===== src/sv/swm_pkg.sv =====
`default_nettype none

package swm_pkg;

	// sizes of the datapath
	localparam int MAX_WINDOW  = 16;
	localparam int SAMPLE_BITS = 16;
	localparam int POS_BITS    = $clog2(MAX_WINDOW) + 1;
	localparam int WL_BITS     = 5;

	localparam logic [WL_BITS-1:0] WL_RESET = WL_BITS'(4);

	// one candidate of the running minimum and the position of its sample
	typedef struct packed {
		logic                          valid;
		logic signed [SAMPLE_BITS-1:0] value;
		logic [POS_BITS-1:0]           pos;
	} cand_t;

	// per-cell status handed to the top level and to the next cell
	typedef struct packed {
		logic kept;
		logic link;
	} cell_stat_t;

endpackage

`default_nettype wire


===== src/sv/swm_cell.sv =====
`default_nettype none

module swm_cell (
	input  wire                                      clk,
	input  wire                                      arst_n,
	input  wire                                      head,
	input  wire                                      clear,
	input  wire                                      step,
	input  wire                                      shift,
	input  wire logic signed [swm_pkg::SAMPLE_BITS-1:0] x,
	input  wire logic [swm_pkg::POS_BITS-1:0]        x_pos,
	input  wire                                      link_in,
	input  swm_pkg::cand_t                           nb_next,
	output swm_pkg::cand_t                           next,
	output swm_pkg::cand_t                           state,
	output swm_pkg::cell_stat_t                      stat
);

	logic                                valid_q;
	logic signed [swm_pkg::SAMPLE_BITS-1:0] value_q;
	logic [swm_pkg::POS_BITS-1:0]        pos_q;
	logic                                keep;
	logic                                live;
	logic                                ins;

	// a candidate survives unless the new sample is smaller
	always_comb begin
		keep = valid_q && !(value_q > x);
		live = keep && !(head && shift);
		ins  = !live && link_in;
		stat.kept = keep;
		stat.link = live || (head && shift);
		next.valid = live || ins;
		next.value = ins ? x : value_q;
		next.pos   = ins ? x_pos : pos_q;
		state.valid = valid_q;
		state.value = value_q;
		state.pos   = pos_q;
	end

	// occupancy flag
	always_ff @(posedge clk or negedge arst_n) begin
		if (!arst_n) begin
			valid_q <= 1'b0;
		end else if (clear) begin
			valid_q <= 1'b0;
		end else if (step) begin
			valid_q <= shift ? nb_next.valid : next.valid;
		end
	end

	// candidate payload, taken from the right neighbor when the front retires
	always_ff @(posedge clk) begin
		if (step) begin
			value_q <= shift ? nb_next.value : next.value;
			pos_q   <= shift ? nb_next.pos : next.pos;
		end
	end

endmodule

`default_nettype wire


===== src/sv/sliding_window_minimum.sv =====
// Running minimum over the last window_length signed 16-bit samples.
// Input words arrive on s_tvalid/s_tready/s_tdata, results leave on
// m_tvalid/m_tready/m_tdata. One word is taken per cycle whenever the
// output register is empty or being drained in the same cycle and no
// configuration write is under way.
// The first window_length-1 words of a stream give no result; every word
// after that gives the minimum of the latest window_length words in the
// cycle after it is taken (output register).
// Throughput is one word per cycle while s_tready is high: candidates sit
// in a row of 16 cells that compare with the new sample in parallel and
// move one place headward when the front one ages out or all are kept.
// cfg_wr_en/cfg_wr_data write window_length (0 acts as 1, above 16 acts
// as 16) and restart the stream; write only while the block is idle.
// Reset sets window_length to 4 and empties the cells.
// When m_tready is low with a result held, s_tready drops and no word is
// taken until the result leaves.
`default_nettype none

module sliding_window_minimum (
	input  wire                                 clk,
	input  wire                                 arst_n,
	input  wire                                 s_tvalid,
	output logic                                s_tready,
	input  wire [swm_pkg::SAMPLE_BITS-1:0]      s_tdata,     // sample
	output logic                                m_tvalid,
	input  wire                                 m_tready,
	output logic [swm_pkg::SAMPLE_BITS-1:0]     m_tdata,     // window_min
	input  wire                                 cfg_wr_en,
	input  wire [swm_pkg::WL_BITS-1:0]          cfg_wr_data  // window_length
);

	localparam int N = swm_pkg::MAX_WINDOW;

	logic [swm_pkg::WL_BITS-1:0]         wl_q;
	logic [swm_pkg::POS_BITS-1:0]        pos_q;
	logic                                full_q;
	logic                                m_valid_q;
	logic [swm_pkg::SAMPLE_BITS-1:0]     m_data_q;

	logic [swm_pkg::POS_BITS-1:0]        win;
	logic [swm_pkg::POS_BITS-1:0]        age;
	logic [swm_pkg::POS_BITS-1:0]        pos_next;
	logic                                full_next;
	logic                                accept;
	logic                                step;
	logic                                expire;
	logic                                shift;
	logic signed [swm_pkg::SAMPLE_BITS-1:0] x;
	logic [N-1:0]                        kept_vec;
	logic [N-1:0]                        valid_vec;

	swm_pkg::cand_t      cell_next  [N+1];
	swm_pkg::cand_t      cell_state [N];
	swm_pkg::cell_stat_t cell_stat  [N];
	logic                link       [N+1];

	// effective window length, clamped to 1..MAX_WINDOW
	always_comb begin
		if (wl_q == '0) begin
			win = swm_pkg::POS_BITS'(1);
		end else if (swm_pkg::POS_BITS'(wl_q) > swm_pkg::POS_BITS'(N)) begin
			win = swm_pkg::POS_BITS'(N);
		end else begin
			win = swm_pkg::POS_BITS'(wl_q);
		end
	end

	// handshake and per-word control
	always_comb begin
		s_tready  = (!m_valid_q || m_tready) && !cfg_wr_en;
		accept    = s_tvalid && s_tready;
		step      = accept && !cfg_wr_en;
		x         = $signed(s_tdata);
		age       = pos_q - cell_state[0].pos;
		expire    = cell_state[0].valid && (age >= win);
		shift     = expire || (&kept_vec);
		pos_next  = pos_q + swm_pkg::POS_BITS'(1);
		full_next = full_q || (pos_next >= win);
	end

	assign link[0] = 1'b1;

	// the slot past the last cell only ever receives the new sample
	assign cell_next[N] = {link[N], x, pos_q};

	// row of candidate cells, head at index 0
	for (genvar i = 0; i < N; i++) begin : g_cell
		swm_cell u_cell (
			.clk     (clk),
			.arst_n  (arst_n),
			.head    (i == 0),
			.clear   (cfg_wr_en),
			.step    (step),
			.shift   (shift),
			.x       (x),
			.x_pos   (pos_q),
			.link_in (link[i]),
			.nb_next (cell_next[i+1]),
			.next    (cell_next[i]),
			.state   (cell_state[i]),
			.stat    (cell_stat[i])
		);
		assign link[i+1]    = cell_stat[i].link;
		assign kept_vec[i]  = cell_stat[i].kept;
		assign valid_vec[i] = cell_state[i].valid;
	end

	// window length register and stream position
	always_ff @(posedge clk or negedge arst_n) begin
		if (!arst_n) begin
			wl_q   <= swm_pkg::WL_RESET;
			pos_q  <= '0;
			full_q <= 1'b0;
		end else if (cfg_wr_en) begin
			wl_q   <= cfg_wr_data;
			pos_q  <= '0;
			full_q <= 1'b0;
		end else if (step) begin
			pos_q  <= pos_next;
			full_q <= full_next;
		end
	end

	// output register valid
	always_ff @(posedge clk or negedge arst_n) begin
		if (!arst_n) begin
			m_valid_q <= 1'b0;
		end else if (step) begin
			m_valid_q <= full_next;
		end else if (m_tready) begin
			m_valid_q <= 1'b0;
		end
	end

	// output word: the head candidate after this step
	always_ff @(posedge clk) begin
		if (step) begin
			m_data_q <= shift ? cell_next[1].value : cell_next[0].value;
		end
	end

	assign m_tvalid = m_valid_q;
	assign m_tdata  = m_data_q;

	// occupied cells always form a block starting at the head
	a_prefix: assert property (@(posedge clk) disable iff (!arst_n)
		$onehot({1'b0, valid_vec} + (N+1)'(1)))
		else $error("candidate cells not contiguous from head");

	// a word taken before the window fills leaves no result behind
	a_no_early: assert property (@(posedge clk) disable iff (!arst_n)
		(step && !full_next) |=> !m_tvalid)
		else $error("result produced before window full");

	// the head candidate is never older than the window
	a_head_age: assert property (@(posedge clk) disable iff (!arst_n)
		cell_state[0].valid |-> (age <= win))
		else $error("head candidate older than window");

	// candidate values never decrease from head to tail
	for (genvar i = 0; i < N - 1; i++) begin : g_mono
		a_mono: assert property (@(posedge clk) disable iff (!arst_n)
			cell_state[i+1].valid |-> (cell_state[i].value <= cell_state[i+1].value))
			else $error("candidate order broken");
	end

endmodule

`default_nettype wire

===== config.mk =====
export PLATFORM = sky130hd
export DESIGN_NAME = sliding_window_minimum
export DESIGN_NICKNAME = d
export VERILOG_FILES = /design/src/sv/swm_pkg.sv /design/src/sv/swm_cell.sv /design/src/sv/sliding_window_minimum.sv
export SDC_FILE = /design/constraint.sdc
export NUM_CORES = 1
export LEC_CHECK = 0
export BUFFER_PORTS_ARGS = -buffer_cell sky130_fd_sc_hd__buf_2
export CORE_ASPECT_RATIO = 1.25
export CORE_MARGIN = 3
export CORE_UTILIZATION = 43
export CTS_CLUSTER_DIAMETER = 60
export DETAILED_ROUTE_END_ITERATION = 6
export PLACE_DENSITY_LB_ADDON = 0.12
export SYNTH_ARGS = -nofsm -noshare
export SYNTH_HDL_FRONTEND = slang
export SYNTH_SLANG_ARGS = --single-unit

===== constraint.sdc =====
create_clock -name clk -period 11.5 [get_ports clk]
set_input_delay 0 -clock clk [delete_from_list [all_inputs] [get_ports clk]]
set_output_delay 0 -clock clk [all_outputs]
set_load 0.01 [all_outputs]

==> results.toml <==
[global_route]
grt-ovfl-total = 0
use_met3_pct = 4.53
top_usage_layer = "met2"
grt_max_degree = 185
grt_util_met1_pct = 38.6
grt_pass1_wl_mm = 130
use_met2_pct = 44.7
grt_pass1_vias = 19900
grtUsageTotal_pct = 28.8
antenna_found_initial = 0

[floorplan]
die_h_um = 274
ios = 44
core_area_um2 = 56400
die_area_um2 = 60400
num_rows = 97
die_w_um = 220
start_util_pct = 43.8

[logic_synthesis]
ys_types = 73
synth-edff-count = 336
yosys.area_share.simple_pct = 14.3
yosysTopAreaCell = "edfxtp_1"
synth_area_leaders = "edfxtp_1 41%, ha_1 14%, a21oi_1 4.2%, o221a_2 3.6%, or3_1 3.1%"
ys_seq_area_share_pct = 43.7
synth_mux_area_share_pct = 1.99
synth_top_family_by_area = "compound AO/OA/AOI/OAI gates"
synth_ff_type = "edfxtp_1"
synth_xor_area_share_pct = 0.248
postSynthAreaPerCell_um2 = 10.5
ys_ff_latch = 364
ys_warn_count = 0
postSynthNetCount = 2651
synth_top_area_share_pct = 40.8
synthAdderAreaFrac_pct = 13.8
synth_async_sr_flop_share_pct = 7.69
synthCells = 2353
syn-cell-area_um2 = 24700
synth_compound_area_share_pct = 21.3

[clock_tree]
post_cts_buffers = 0
clk_latency_ns = 0.58
cts_sinks = 364
cts_buffers = 43
htreeDepth = 2
clock-root-buffer = "clkbuf_16"
cts_tree = "yes"
clkTransAtPathRegs_ns = 0.06
clock_path_buffers = 3

[setup_path]
r2r_start = "g_cell[0].u_cell.value_q[7]"
crit_top_cell = "buf_4"
crit_slowest_cell = "nand2_1"
slowest_delay_ns = 0.83
reg2reg_depth = 12
r2r_slack_ns = 5.65
critPathKind = "in -> reg"
startpoint_type = "input port"
critPathRequiredTime_ns = 11.83
endpoint_kind = "register"
worstPathMaxFanout = 184
cp.arrival_ns = 6.57
path_cells = "dlygate4sd3_1 > buf_2 > inv_1 > buf_4 > ha_1 > nand3_1 > nor3_1 > o22ai_1 > a31oi_1 > and3b_1 > a211oi_2 > buf_4 > o41ai_4 > buf_4 > buf_12 > nand2_1 > mux2_1"
r2r-end = "g_cell[0].u_cell.value_q[14]"

[cells_and_area]
multi_input_area_um2 = 12800
area_growth_pct = 9.31
nets = 2623
seq_area_um2 = 10800
layout_commonest_cell = "edfxtp_1"
layout-drive-gt1-share_pct = 12.4
finalInstanceArea_um2 = 27000
n_antenna_cell = 0
final_cell_mix = "336 x edfxtp_1, 271 x ha_1, 207 x a21oi_1"
fillers = 5155

[sta]
drv_slew = 0
hold_violations = 0
fin_worst_skew_ns = 0.0248
fmax_mhz = 160
final-setup-viol-count = 0
worst_slew_pin_slew_ns = 1.35
hold-worst-slack_ns = 0.0358
slew_headroom_pct = 7.60
fin_tns_setup_ns = 0
finalCritPeriodShare_pct = 54.2
fin_crit_ns = 6.23
rsz0062_at_grt = "false"

[job]
maxCapViolations = 0

[pwr]
peakVddDrop_uv = 125
powerDensity_nw_per_um2 = 162
leakage_nw = 10.2

[placement]
place_area_um2 = 25500
hpwl_mm = 57.9
routabilityCongestion = 0.915
port_buffers = 43

[routing]
viasPerCell = 6.63
wl_mm = 88.1
drc = 1
drt_iter0_drc = 2235
drt_first_pass_iters = 7
wire_per_inst_um = 28.4
vias = 20500
drtAntennaViolNets = 0

[run_status]
violations = "design-rule violations"
status = "complete, but fails checks"

[hold_path]
hold_path.class = "in -> async"
==> how the worst max path moves through the flow <==
stage,start,endpoint,slack [ns],cells past startpoint
3_5_place_dp,s_tdata[5],g_cell[0].u_cell.value_q[14],5.13,16
3_3_place_gp,s_tdata[7],g_cell[0].u_cell.value_q[13],5.22,15
5_1_grt,s_tdata[10],g_cell[0].u_cell.value_q[1],4.98,16
2_1_floorplan,m_tvalid,g_cell[13].u_cell.valid_q,0.65,8
6_report,s_tdata[12],g_cell[0].u_cell.value_q[14],5.27,17
4_1_cts,s_tdata[10],g_cell[0].u_cell.value_q[14],5.44,16
==> cell type report <==
cell class	instances	share of cell area, %
multi-input combinational	1730	47.3
sequential	364	39.9
clock buffer	55	4.31
tap	742	3.44
timing repair buffer	123	3.32
inverter	63	0.903
clock inverter	21	0.750
==> flip-flops by register name, indices dropped and copies added, names as in the netlist <==
| signal | count |
|---|---|
| full_q | 1 |
| g_cell.u_cell.pos_q | 80 |
| g_cell.u_cell.valid_q | 16 |
| g_cell.u_cell.value_q | 256 |
| m_tvalid | 1 |
| pos_q | 5 |
| wl_q | 5 |
==> logic make-up after synthesis <==
| family | count (synthesis) |
|---|---|
| fa+ha+maj | 272 |
| buf+inv | 259 |
| compound gates | 704 |
| mux | 43 |
| xor+xnor | 7 |
| simple gates | 704 |
| flops | 364 |
==> stage by stage <==
stage | setup slack (ns) | util (%) | instances | total power, mW
after floorplan | 0.648 | - | 2353 | 2.66
after global placement | 5.22 | 45.1 | 3004 | 2.97
after detailed placement | 5.13 | 45.1 | 3004 | 3.00
after CTS | 5.44 | 47.9 | 3098 | 4.39
after global routing | 4.98 | 47.9 | 3098 | 4.59
final | 5.27 | 47.9 | 3098 | 4.39
==> metal layers <==
layer  vias to the layer above  share of wire (%)
met2                       873                 45
met1                     10200                 42
li1                       9222                  -
met5                         -                  0
met3                       210                7.3
met4                         0                6.1
==> report_power, final <==
part / total [mW] / internal, mW / switching (mW)
clock: 1.39 / 0.802 / 0.590
sequential: 1.82 / 1.69 / 0.132
combinational: 1.17 / 0.464 / 0.711
==> critical path, delay by kind of cell <==
family / cells / cell delay (ns)
AOI/OAI and AO/OA: 4 / 0.81
adders and majority gates: 1 / 0.34
and+or+nand+nor: 4 / 1.72
muxes: 1 / 0.56
buffers and inverters: 7 / 2.87
==> Yosys cell counts (63+ instances only) <==
library cell,instances
a211oi_1,76
a21oi_1,208
clkbuf_1,114
edfxtp_1,336
ha_1,271
inv_1,63
nand2_1,123
nand3_1,116
nor2_1,142
nor3_1,77
o221a_2,79
or3_1,124
==> timing repair <==
action                    in CTS  in global routing
gates resized for setup        0                  0
hold buffers                  18                  0
hold endpoints to repair      53                  0
Note: power is estimated with default switching activity, not from simulation.
